==> config.mk <==
export PLATFORM = sky130hd
export DESIGN_NAME = alcohol_concentration_calc_core
export DESIGN_NICKNAME = d
export VERILOG_FILES = /design/src/hdl/acc_pkg.sv /design/src/hdl/alcohol_concentration_calc_core.sv /design/src/hdl/acc_front.sv /design/src/hdl/acc_back.sv
export SDC_FILE = /design/constraint.sdc
export NUM_CORES = 2
export LEC_CHECK = 0
export ABC_AREA = 1
export BUFFER_PORTS_ARGS = -buffer_cell sky130_fd_sc_hd__buf_2
export CELL_PAD_IN_SITES_DETAIL_PLACEMENT = 0
export CELL_PAD_IN_SITES_GLOBAL_PLACEMENT = 1
export CORE_MARGIN = 2
export CORE_UTILIZATION = 44
export CTS_CLUSTER_SIZE = 14
export DETAILED_ROUTE_END_ITERATION = 7
export PLACE_DENSITY_LB_ADDON = 0.1
export SLEW_MARGIN = 10
export SYNTH_ARGS = -nofsm -noshare
export SYNTH_HDL_FRONTEND = slang
export SYNTH_SLANG_ARGS = --single-unit
==> constraint.sdc <==
create_clock -name clk -period 8.5 [get_ports clk]
set_input_delay 0.85 -clock clk [delete_from_list [all_inputs] [get_ports clk]]
set_output_delay 0.85 -clock clk [all_outputs]
set_load 0.01 [all_outputs]
==> src/hdl/acc_pkg.sv <==
// ----------------------------------------------------------------------------
// acc_pkg: shared types and constants for the alcohol concentration core
// Holds field widths, status codes and the record passed from front to back.
// ----------------------------------------------------------------------------
package acc_pkg;

  localparam int AdcBits = 10;
  localparam int BlowW   = 7;
  localparam int ConcW   = 16;
  localparam int QDepth  = 2;
  localparam int IdxW    = 2;

  // heater supply times three, in adc counts
  localparam logic [AdcBits+1:0] H3 = (AdcBits+2)'(5 << (AdcBits - 1));

  localparam logic [1:0] StValid  = 2'd0;
  localparam logic [1:0] StBlows  = 2'd1;
  localparam logic [1:0] StSpan   = 2'd2;

  localparam logic [IdxW-1:0] RegCalBase = 2'd0;
  localparam logic [IdxW-1:0] RegCalGas  = 2'd1;
  localparam logic [IdxW-1:0] RegMinBlow = 2'd2;
  localparam logic [IdxW-1:0] RegColdEn  = 2'd3;

  typedef logic [AdcBits-1:0] adc_t;

  // one classified request handed from front to back
  typedef struct packed {
    logic [1:0] status;
    adc_t       drop;
    adc_t       span;
    adc_t       vc;
    adc_t       vb;
    adc_t       va;
    logic       cold;
  } acc_req_t;

  typedef enum logic [2:0] {
    BK_IDLE, BK_DIV1, BK_DIV3, BK_COMP, BK_CORR, BK_OUT
  } bk_state_t;

endpackage

==> src/hdl/alcohol_concentration_calc_core.sv <==
// ----------------------------------------------------------------------------
// alcohol_concentration_calc_core: breath alcohol concentration calculator
// Configuration registers, request front end and serial compute back end.
// ----------------------------------------------------------------------------
// One result per measurement. The back end takes a request, then runs two
// 18-step serial divisions (ppm, cold ratio), with mg formed by a reciprocal
// multiply at the end of the first, then compensation, correction and output.
// A result left waiting on out_tready holds the back end for as long as it
// waits; a two-entry queue lets the front keep accepting meanwhile. Write
// configuration only while idle.
module alcohol_concentration_calc_core (
  input  logic        clk,
  input  logic        rst_n,
  input  logic        in_tvalid,
  output logic        in_tready,
  // blow_count, baseline_voltage, breath_voltage, cold_voltage, cold_flag
  input  logic [39:0] in_tdata,
  output logic        out_tvalid,
  input  logic        out_tready,
  // status, concentration, alcohol_level, lock_request
  output logic [23:0] out_tdata,
  input  logic        cfg_valid,
  output logic        cfg_ready,
  input  logic [1:0]  cfg_index,
  input  logic [15:0] cfg_data
);

  acc_pkg::adc_t             cal_base_r, cal_gas_r;
  logic [acc_pkg::BlowW-1:0] min_blows_r;
  logic                      cold_en_r;
  logic                      q_valid, q_pop;
  acc_pkg::acc_req_t         q_head;

  assign cfg_ready = 1'b1;

  // configuration registers
  always_ff @(posedge clk) begin
    if (!rst_n) begin
      cal_base_r  <= 10'd600;
      cal_gas_r   <= 10'd400;
      min_blows_r <= 7'd5;
      cold_en_r   <= 1'b1;
    end else if (cfg_valid) begin
      unique case (cfg_index)
        acc_pkg::RegCalBase: cal_base_r  <= cfg_data[9:0];
        acc_pkg::RegCalGas:  cal_gas_r   <= cfg_data[9:0];
        acc_pkg::RegMinBlow: min_blows_r <= cfg_data[6:0];
        acc_pkg::RegColdEn:  cold_en_r   <= cfg_data[0];
        default: ;
      endcase
    end
  end

  acc_front u_front (
    .clk, .rst_n, .in_tvalid, .in_tready, .in_tdata,
    .cal_base(cal_base_r), .cal_gas(cal_gas_r), .min_blows(min_blows_r),
    .q_valid, .q_pop, .q_head
  );

  acc_back u_back (
    .clk, .rst_n, .q_valid, .q_pop, .q_head,
    .cal_base(cal_base_r), .cold_en(cold_en_r),
    .out_tvalid, .out_tready, .out_tdata
  );

endmodule

==> src/hdl/acc_front.sv <==
// ----------------------------------------------------------------------------
// acc_front: accepts measurement requests and classifies them
// Checks blow count and calibration span, clamps the breath reading and
// pushes a request record into a small queue for the back end.
// ----------------------------------------------------------------------------
module acc_front (
  input  logic                         clk,
  input  logic                         rst_n,
  input  logic                         in_tvalid,
  output logic                         in_tready,
  input  logic [39:0]                  in_tdata,
  input  acc_pkg::adc_t                cal_base,
  input  acc_pkg::adc_t                cal_gas,
  input  logic [acc_pkg::BlowW-1:0]    min_blows,
  output logic                         q_valid,
  input  logic                         q_pop,
  output acc_pkg::acc_req_t            q_head
);

  acc_pkg::acc_req_t q_mem_r [acc_pkg::QDepth];
  logic              wp_r, rp_r, wp_nxt, rp_nxt;
  logic [1:0]        cnt_r, cnt_nxt;
  acc_pkg::acc_req_t rec;
  logic [acc_pkg::BlowW-1:0] blows;
  acc_pkg::adc_t vb, vc, va;
  logic push;

  // field unpack
  assign blows = in_tdata[6:0];
  assign vb    = in_tdata[16:7];
  assign vc    = in_tdata[26:17];
  assign va    = in_tdata[36:27];

  assign in_tready = (cnt_r != 2'(acc_pkg::QDepth));
  assign push      = in_tvalid && in_tready;

  // classify
  always_comb begin
    rec.vb   = vb;
    rec.va   = va;
    rec.cold = in_tdata[37];
    rec.vc   = (vc > cal_base) ? cal_base : vc;
    rec.drop = cal_base - rec.vc;
    rec.span = cal_base - cal_gas;
    if (blows < min_blows) begin
      rec.status = acc_pkg::StBlows;
    end else if (cal_gas >= cal_base) begin
      rec.status = acc_pkg::StSpan;
    end else begin
      rec.status = acc_pkg::StValid;
    end
  end

  // queue pointers
  always_comb begin
    wp_nxt  = push ? ~wp_r : wp_r;
    rp_nxt  = q_pop ? ~rp_r : rp_r;
    cnt_nxt = cnt_r + 2'(push) - 2'(q_pop);
  end

  always_ff @(posedge clk) begin
    if (!rst_n) begin
      wp_r  <= 1'b0;
      rp_r  <= 1'b0;
      cnt_r <= 2'd0;
    end else begin
      wp_r  <= wp_nxt;
      rp_r  <= rp_nxt;
      cnt_r <= cnt_nxt;
    end
  end

  // queue storage
  always_ff @(posedge clk) begin
    if (push) begin
      q_mem_r[wp_r] <= rec;
    end
  end

  assign q_valid = (cnt_r != 2'd0);
  assign q_head  = q_mem_r[rp_r];

endmodule

==> src/hdl/acc_back.sv <==
// ----------------------------------------------------------------------------
// acc_back: computes concentration for one request at a time
// Serial dividers for ppm and the cold ratio, reciprocal multiplies for the
// constant divisions, then compensation, piecewise correction, level
// classification and an output register.
// ----------------------------------------------------------------------------
module acc_back (
  input  logic                 clk,
  input  logic                 rst_n,
  input  logic                 q_valid,
  output logic                 q_pop,
  input  acc_pkg::acc_req_t    q_head,
  input  acc_pkg::adc_t        cal_base,
  input  logic                 cold_en,
  output logic                 out_tvalid,
  input  logic                 out_tready,
  output logic [23:0]          out_tdata
);

  localparam int NumW = 18;  // 130*1023 fits in 18 bits
  localparam int DenW = 12;
  localparam int RecipSh = 22;
  // floor(x/10) and floor(x/100) as (x*m) >> 22, exact for x below 2^19 and below 43699 respectively
  localparam logic [18:0] Recip10  = 19'd419431;
  localparam logic [18:0] Recip100 = 19'd41944;
  // floor(ppm*10/26) as (ppm*m) >> 20, exact for any 16-bit ppm
  localparam logic [18:0] RecipMg  = 19'd403299;

  acc_pkg::bk_state_t st_r, st_nxt;
  acc_pkg::acc_req_t  req_r;
  logic [NumW-1:0] quo_r, quo_nxt;
  logic [DenW:0]   rem_r, rem_nxt;
  logic [DenW-1:0] den_r;
  logic [4:0]      bit_r, bit_nxt;
  logic [15:0]     mg_r;
  logic [15:0]     t1_r;
  logic [2:0]      ccnt_r, ccnt_nxt;
  logic [18:0]     prod_r, prod_nxt;
  logic            scale_r, scale_nxt;
  logic            cent_r, cent_nxt;
  logic [15:0]     ppm_sat;
  logic [34:0]     mg_mul;
  logic [37:0]     recip;
  logic [18:0]     corr_w;
  logic [15:0]     corr;
  logic [1:0]      level;
  logic            out_valid_r;
  logic [23:0]     out_data_r;
  logic            div_done;
  logic [DenW:0]   rem_sh;
  logic            drifted, zero_mg, vge;
  logic [11:0]     b3, a3, hb, ha;
  logic [27:0]     lhs;
  logic [17:0]     rhs;

  assign b3 = 12'(3 * cal_base);
  assign a3 = 12'(3 * req_r.va);
  assign hb = 12'(acc_pkg::H3) - b3;
  assign ha = 12'(acc_pkg::H3) - a3;

  // restoring division step, one quotient bit per cycle
  assign rem_sh   = {rem_r[DenW-1:0], quo_r[NumW-1]};
  assign div_done = (bit_r == 5'd0);

  always_comb begin
    rem_nxt = rem_r;
    quo_nxt = quo_r;
    bit_nxt = bit_r;
    if (st_r == acc_pkg::BK_DIV1 || st_r == acc_pkg::BK_DIV3) begin
      if (!div_done) begin
        bit_nxt = bit_r - 5'd1;
        if (rem_sh >= {1'b0, den_r}) begin
          rem_nxt = rem_sh - {1'b0, den_r};
          quo_nxt = {quo_r[NumW-2:0], 1'b1};
        end else begin
          rem_nxt = rem_sh;
          quo_nxt = {quo_r[NumW-2:0], 1'b0};
        end
      end
    end
  end

  // ppm saturated to 16 bits, then mg = ppm*10/26
  assign ppm_sat = (quo_r > 18'h0FFFF) ? 16'hFFFF : quo_r[15:0];
  assign mg_mul  = 35'(ppm_sat) * 35'(RecipMg);

  // next state
  always_comb begin
    st_nxt = st_r;
    unique case (st_r)
      acc_pkg::BK_IDLE: if (q_valid) st_nxt = acc_pkg::BK_DIV1;
      acc_pkg::BK_DIV1: if (div_done) st_nxt = acc_pkg::BK_DIV3;
      acc_pkg::BK_DIV3: if (div_done) st_nxt = acc_pkg::BK_COMP;
      acc_pkg::BK_COMP: st_nxt = acc_pkg::BK_CORR;
      acc_pkg::BK_CORR: st_nxt = acc_pkg::BK_OUT;
      acc_pkg::BK_OUT:  if (!out_valid_r || out_tready) st_nxt = acc_pkg::BK_IDLE;
      default:          st_nxt = acc_pkg::BK_IDLE;
    endcase
  end

  // outputs of the sequencer
  always_comb begin
    q_pop = (st_r == acc_pkg::BK_IDLE) && q_valid;
  end

  // drift test and compensation
  assign lhs = 28'(t1_r) * 28'(ha);
  assign rhs = 18'(30 * req_r.va);
  assign drifted = (b3 < 12'(acc_pkg::H3)) && (a3 < 12'(acc_pkg::H3)) &&
                   (t1_r != 16'd0) && (lhs >= 28'(rhs));
  assign vge = (req_r.vc >= req_r.vb);

  always_comb begin
    ccnt_nxt = ccnt_r;
    zero_mg  = 1'b0;
    if (cold_en) begin
      if (drifted) begin
        ccnt_nxt = 3'd1;
      end else begin
        ccnt_nxt = ccnt_r + 3'd1;
        if (ccnt_nxt == 3'd1) begin
          ccnt_nxt = 3'd0;
        end else if (ccnt_nxt <= 3'd3) begin
          zero_mg = vge;
        end else if (ccnt_nxt == 3'd4) begin
          zero_mg  = vge;
          ccnt_nxt = 3'd0;
        end
      end
      if (req_r.cold && vge) zero_mg = 1'b1;
    end
  end

  // piecewise correction, numerator product and divisor select
  always_comb begin
    scale_nxt = 1'b1;
    cent_nxt  = 1'b0;
    if (mg_r <= 16'd35) begin
      prod_nxt = 19'(mg_r) * 19'd7;
    end else if (mg_r <= 16'd40) begin
      prod_nxt = 19'(mg_r) * 19'd8;
    end else if (mg_r <= 16'd45) begin
      prod_nxt = 19'(mg_r) * 19'd95;
      cent_nxt = 1'b1;
    end else if (mg_r <= 16'd56) begin
      prod_nxt  = 19'(mg_r);
      scale_nxt = 1'b0;
    end else if (mg_r <= 16'd66) begin
      prod_nxt = 19'(mg_r) * 19'd105;
      cent_nxt = 1'b1;
    end else if (mg_r <= 16'd100) begin
      prod_nxt = 19'(mg_r) * 19'd12;
    end else begin
      prod_nxt = 19'(mg_r) * 19'd13;
    end
  end

  // constant division by reciprocal, saturation and level
  always_comb begin
    recip  = 38'(prod_r) * 38'(cent_r ? Recip100 : Recip10);
    corr_w = scale_r ? 19'(recip[37:RecipSh]) : prod_r;
    corr   = (corr_w > 19'h0FFFF) ? 16'hFFFF : corr_w[15:0];
    if (corr >= 16'd80)      level = 2'd3;
    else if (corr >= 16'd40) level = 2'd2;
    else if (corr >= 16'd18) level = 2'd1;
    else                     level = 2'd0;
  end

  always_ff @(posedge clk) begin
    if (!rst_n) begin
      st_r        <= acc_pkg::BK_IDLE;
      ccnt_r      <= 3'd0;
      out_valid_r <= 1'b0;
      bit_r       <= 5'd0;
    end else begin
      st_r <= st_nxt;
      if (out_valid_r && out_tready && st_r != acc_pkg::BK_OUT) out_valid_r <= 1'b0;
      unique case (st_r)
        acc_pkg::BK_IDLE: begin
          if (q_valid) begin
            req_r <= q_head;
            bit_r <= 5'(NumW);
            quo_r <= 18'(130 * q_head.drop);
            rem_r <= '0;
            den_r <= 12'(q_head.span);
          end
        end
        acc_pkg::BK_DIV1: begin
          if (div_done) begin
            mg_r  <= 16'(mg_mul[34:20]);
            quo_r <= 18'(b3);
            rem_r <= '0;
            den_r <= (b3 < 12'(acc_pkg::H3)) ? hb : 12'd1;
            bit_r <= 5'(NumW);
          end else begin
            quo_r <= quo_nxt;
            rem_r <= rem_nxt;
            bit_r <= bit_nxt;
          end
        end
        acc_pkg::BK_DIV3: begin
          if (div_done) begin
            t1_r <= 16'(quo_r);
          end else begin
            quo_r <= quo_nxt;
            rem_r <= rem_nxt;
            bit_r <= bit_nxt;
          end
        end
        acc_pkg::BK_COMP: begin
          if (req_r.status == acc_pkg::StValid) begin
            ccnt_r <= ccnt_nxt;
            if (zero_mg) mg_r <= 16'd0;
          end
        end
        acc_pkg::BK_CORR: begin
          prod_r  <= prod_nxt;
          scale_r <= scale_nxt;
          cent_r  <= cent_nxt;
        end
        acc_pkg::BK_OUT: begin
          if (!out_valid_r || out_tready) begin
            out_valid_r <= 1'b1;
            if (req_r.status == acc_pkg::StValid) begin
              out_data_r <= {3'b0, (level != 2'd0), level, corr, acc_pkg::StValid};
            end else begin
              out_data_r <= {22'd0, req_r.status};
            end
          end
        end
        default: ;
      endcase
    end
  end

  assign out_tvalid = out_valid_r;
  assign out_tdata  = out_data_r;

endmodule

==> results.toml <==
[global_route]
overflow = 0
grt_use_total_pct = 23.2
grt_start_max_net_pins = 54
grt_pass1_vias = 33600
grt_pass1_wl_um = 187000
antenna_found_initial = 0

[worst_setup_path]
startpoint = "u_back.req_r[2]"
worst-path-buf-inv = 11
startpoint_type = "flip-flop"
timing.rr.start = "u_back.req_r[2]"
crit_required_ps = 8750
cp_slowest_stage_delay_ps = 530
crit_slowest_cell = "fa_1"
crit_path_max_fanout = 7
crit_top_cell = "inv_1"
path_class = "reg -> reg"
cp_top_family = "adder cells"
crit_arrival_ps = 8430
crit_path_end_kind = "flip-flop"

[yosys]
netlist_area_um2 = 44200
synth_top_cell_area_share_pct = 25.7
synth_area_leader_cell = "fa_1"
synth_most_common_cell = "inv_1"
yosysWarnings = 0
ys_ff_latch = 299
synth_area_leaders = "fa_1 (26%), ha_1 (17%), edfxtp_1 (17%)"
async_flop_share_pct = 0
synthCells = 5263
synth_cell_types = 61
synth_enable_flop_cells = 254
ys_seq_area_share_pct = 19.3
synth_top_flop_cell = "edfxtp_1"
synthTopCellsByCount = "inv_1 (1206), nand2_1 (997), ha_1 (614), fa_1 (567), nor2_1 (369)"
avgSynthCellArea_um2 = 8.40

[route]
drt_iter0_drc = 1915
vias = 33800
ant_nets = 0
routedWlPerCell_um = 17.5
routed_wl_um = 118000
drc = 0
dr.pass1.iters = 5
via_per_inst = 5.01

[cts]
clk_pin_slew_worst_paths_ps = 60
htree_num_levels = 2
cts_root_buf = "clkbuf_16"
cts.sinks = 299
clock_path_buffers = 3
clock_latency_ps = 560
cts_tree = "yes"
cts_buffers = 35

[sta]
setup_violations = 0
max_freq_mhz = 122
hold_violations = 0
period_minus_slack_ps = 8180
whs_ps = 457
slew_viol_final = 0
fin_crit_sh_pct = 96.2
max_slew_margin_pct = 35.7
worst_pin_slew_ps = 957
finClkSkew_ps = 26.0

[worst_hold_path]
hp-class = "reg -> reg"
hold_start = "cal_gas_r[9]"

[finish]
multi_input_area_um2 = 31400
drive_gt1_share_pct = 7.31
fill_cells = 10000
antenna_cells = 0
seq_area_um2 = 8530
area_delta_synth_final_pct = 9.68
num-nets-final = 6660

[floorplanning]
die_w_um = 321
die_area_um2 = 103000
core_um2 = 99900
ios = 90
chipHeight_um = 321
fp-row-count = 116
start_util_pct = 44.3

[run_status]
status = "finished, final reports clean"

[placement]
dp_hpwl_um = 100000
gp_congestion = 0.902
portBuffers = 77

[flow_run]
drv_cap = 0
==> registers in the layout, indices dropped and copies added (netlist names), 2 cells and up, named ones only <==
name / count
cal_base_r: 10
cal_gas_r: 10
min_blows_r: 7
u_back.bit_r: 5
u_back.ccnt_r: 3
u_back.den_r: 12
u_back.mg_r: 15
u_back.out_tdata: 21
u_back.prod_r: 19
u_back.quo_r: 18
u_back.rem_r: 12
u_back.req_r: 33
u_back.st_r: 3
u_back.t1_r: 16
u_front.cnt_r: 2
u_front.q_mem_r: 106
==> worst paths after layout <==
| check | end | slack, ps | cells after the start |
|---|---|---|---|
| worst max-delay path | u_back.mg_r[2] | 320 | 44 |
| worst min-delay path | cal_gas_r[9] | 460 | 2 |
| worst max register to register | u_back.mg_r[2] | 320 | 44 |
| worst min register to register | cal_gas_r[9] | 460 | 2 |
==> layout make-up <==
class / instances / area share [%]
Timing Repair Buffer: 193 / 2.76
Multi-Input combinational cell: 3672 / 64.7
Inverter: 1215 / 9.41
Clock inverter: 15 / 0.302
Sequential cell: 299 / 17.6
Clock buffer: 47 / 1.90
Tap cell: 1298 / 3.35
==> cells in the final DEF (no fill, tap or decap), drive strengths merged, types with 7 or more instances in the layout <==
cell,n
nand2,1002
nand3,160
buf,192
inv,1212
dfxtp,45
a21oi,307
clkbuf,48
a211oi,7
o211ai,41
or2,31
a32o,8
nor4,10
a31oi,12
o21bai,18
edfxtp,254
nand3b,11
clkinv,17
ha,614
o21ai,230
xnor2,41
o2111ai,11
fa,567
nor3,42
xor2,74
o31ai,8
nor2,372
conb,15
a21o,12
nand4,38
==> layer usage <==
| metal | GRT usage, % | up-vias | share of wire (%) |
|---|---|---|---|
| met4 | 4.50 | 0 | 1.9 |
| li1 | - | 16900 | - |
| met2 | 39.9 | 547 | 49 |
| met1 | 31.9 | 16200 | 46 |
| met5 | 0 | - | 0 |
| met3 | 2.15 | 109 | 3.3 |
==> what timing repair did <==
| action | CTS | global route |
|---|---|---|
| buffers inserted | 0 | 6 |
| endpoints found under the hold margin | 0 | 0 |
| pin swaps | 1 | 99 |
| gates resized for setup | 3 | 136 |
| hold buffers | 0 | 0 |
| gates cloned | 0 | 1 |
| endpoints found under the setup margin | 15 | 17 |
==> worst register-to-register path, delay by kind of cell, from the launching register on <==
kind            cells  cell delay (ps)
fa+ha+maj           9             3580
simple gates       18             1870
buf+inv            11             1000
compound gates      5              930
flops               1              390
xor+xnor            1              160
==> per-stage QoR <==
stage	setup TNS, ps	cells	instance area, um2	utilization (%)	worst slack (ps)
finish	0	6739	48500	48.5	321
global route	-163	6739	48500	48.5	-25.4
CTS	0	6732	47900	48.0	19.8
detailed placement	-1380	6670	46800	46.9	-92.6
global placement	-1980	6670	46800	46.9	-133
floorplan	0	5276	44300	-	123
==> cells by family after synthesis <==
logic type,synth area share [%]
AO/OA/AOI/OAI,8.76
buffers and inverters,11.1
multiplexers,0.0453
adder cells (fa/ha/maj),43.1
other,0.0170
AND/OR/NAND/NOR,15.4
XOR/XNOR,2.28
flip-flops,19.3
Power is not shown: default switching activity piles up to over one toggle a cycle in this logic, so the estimate is an artifact.
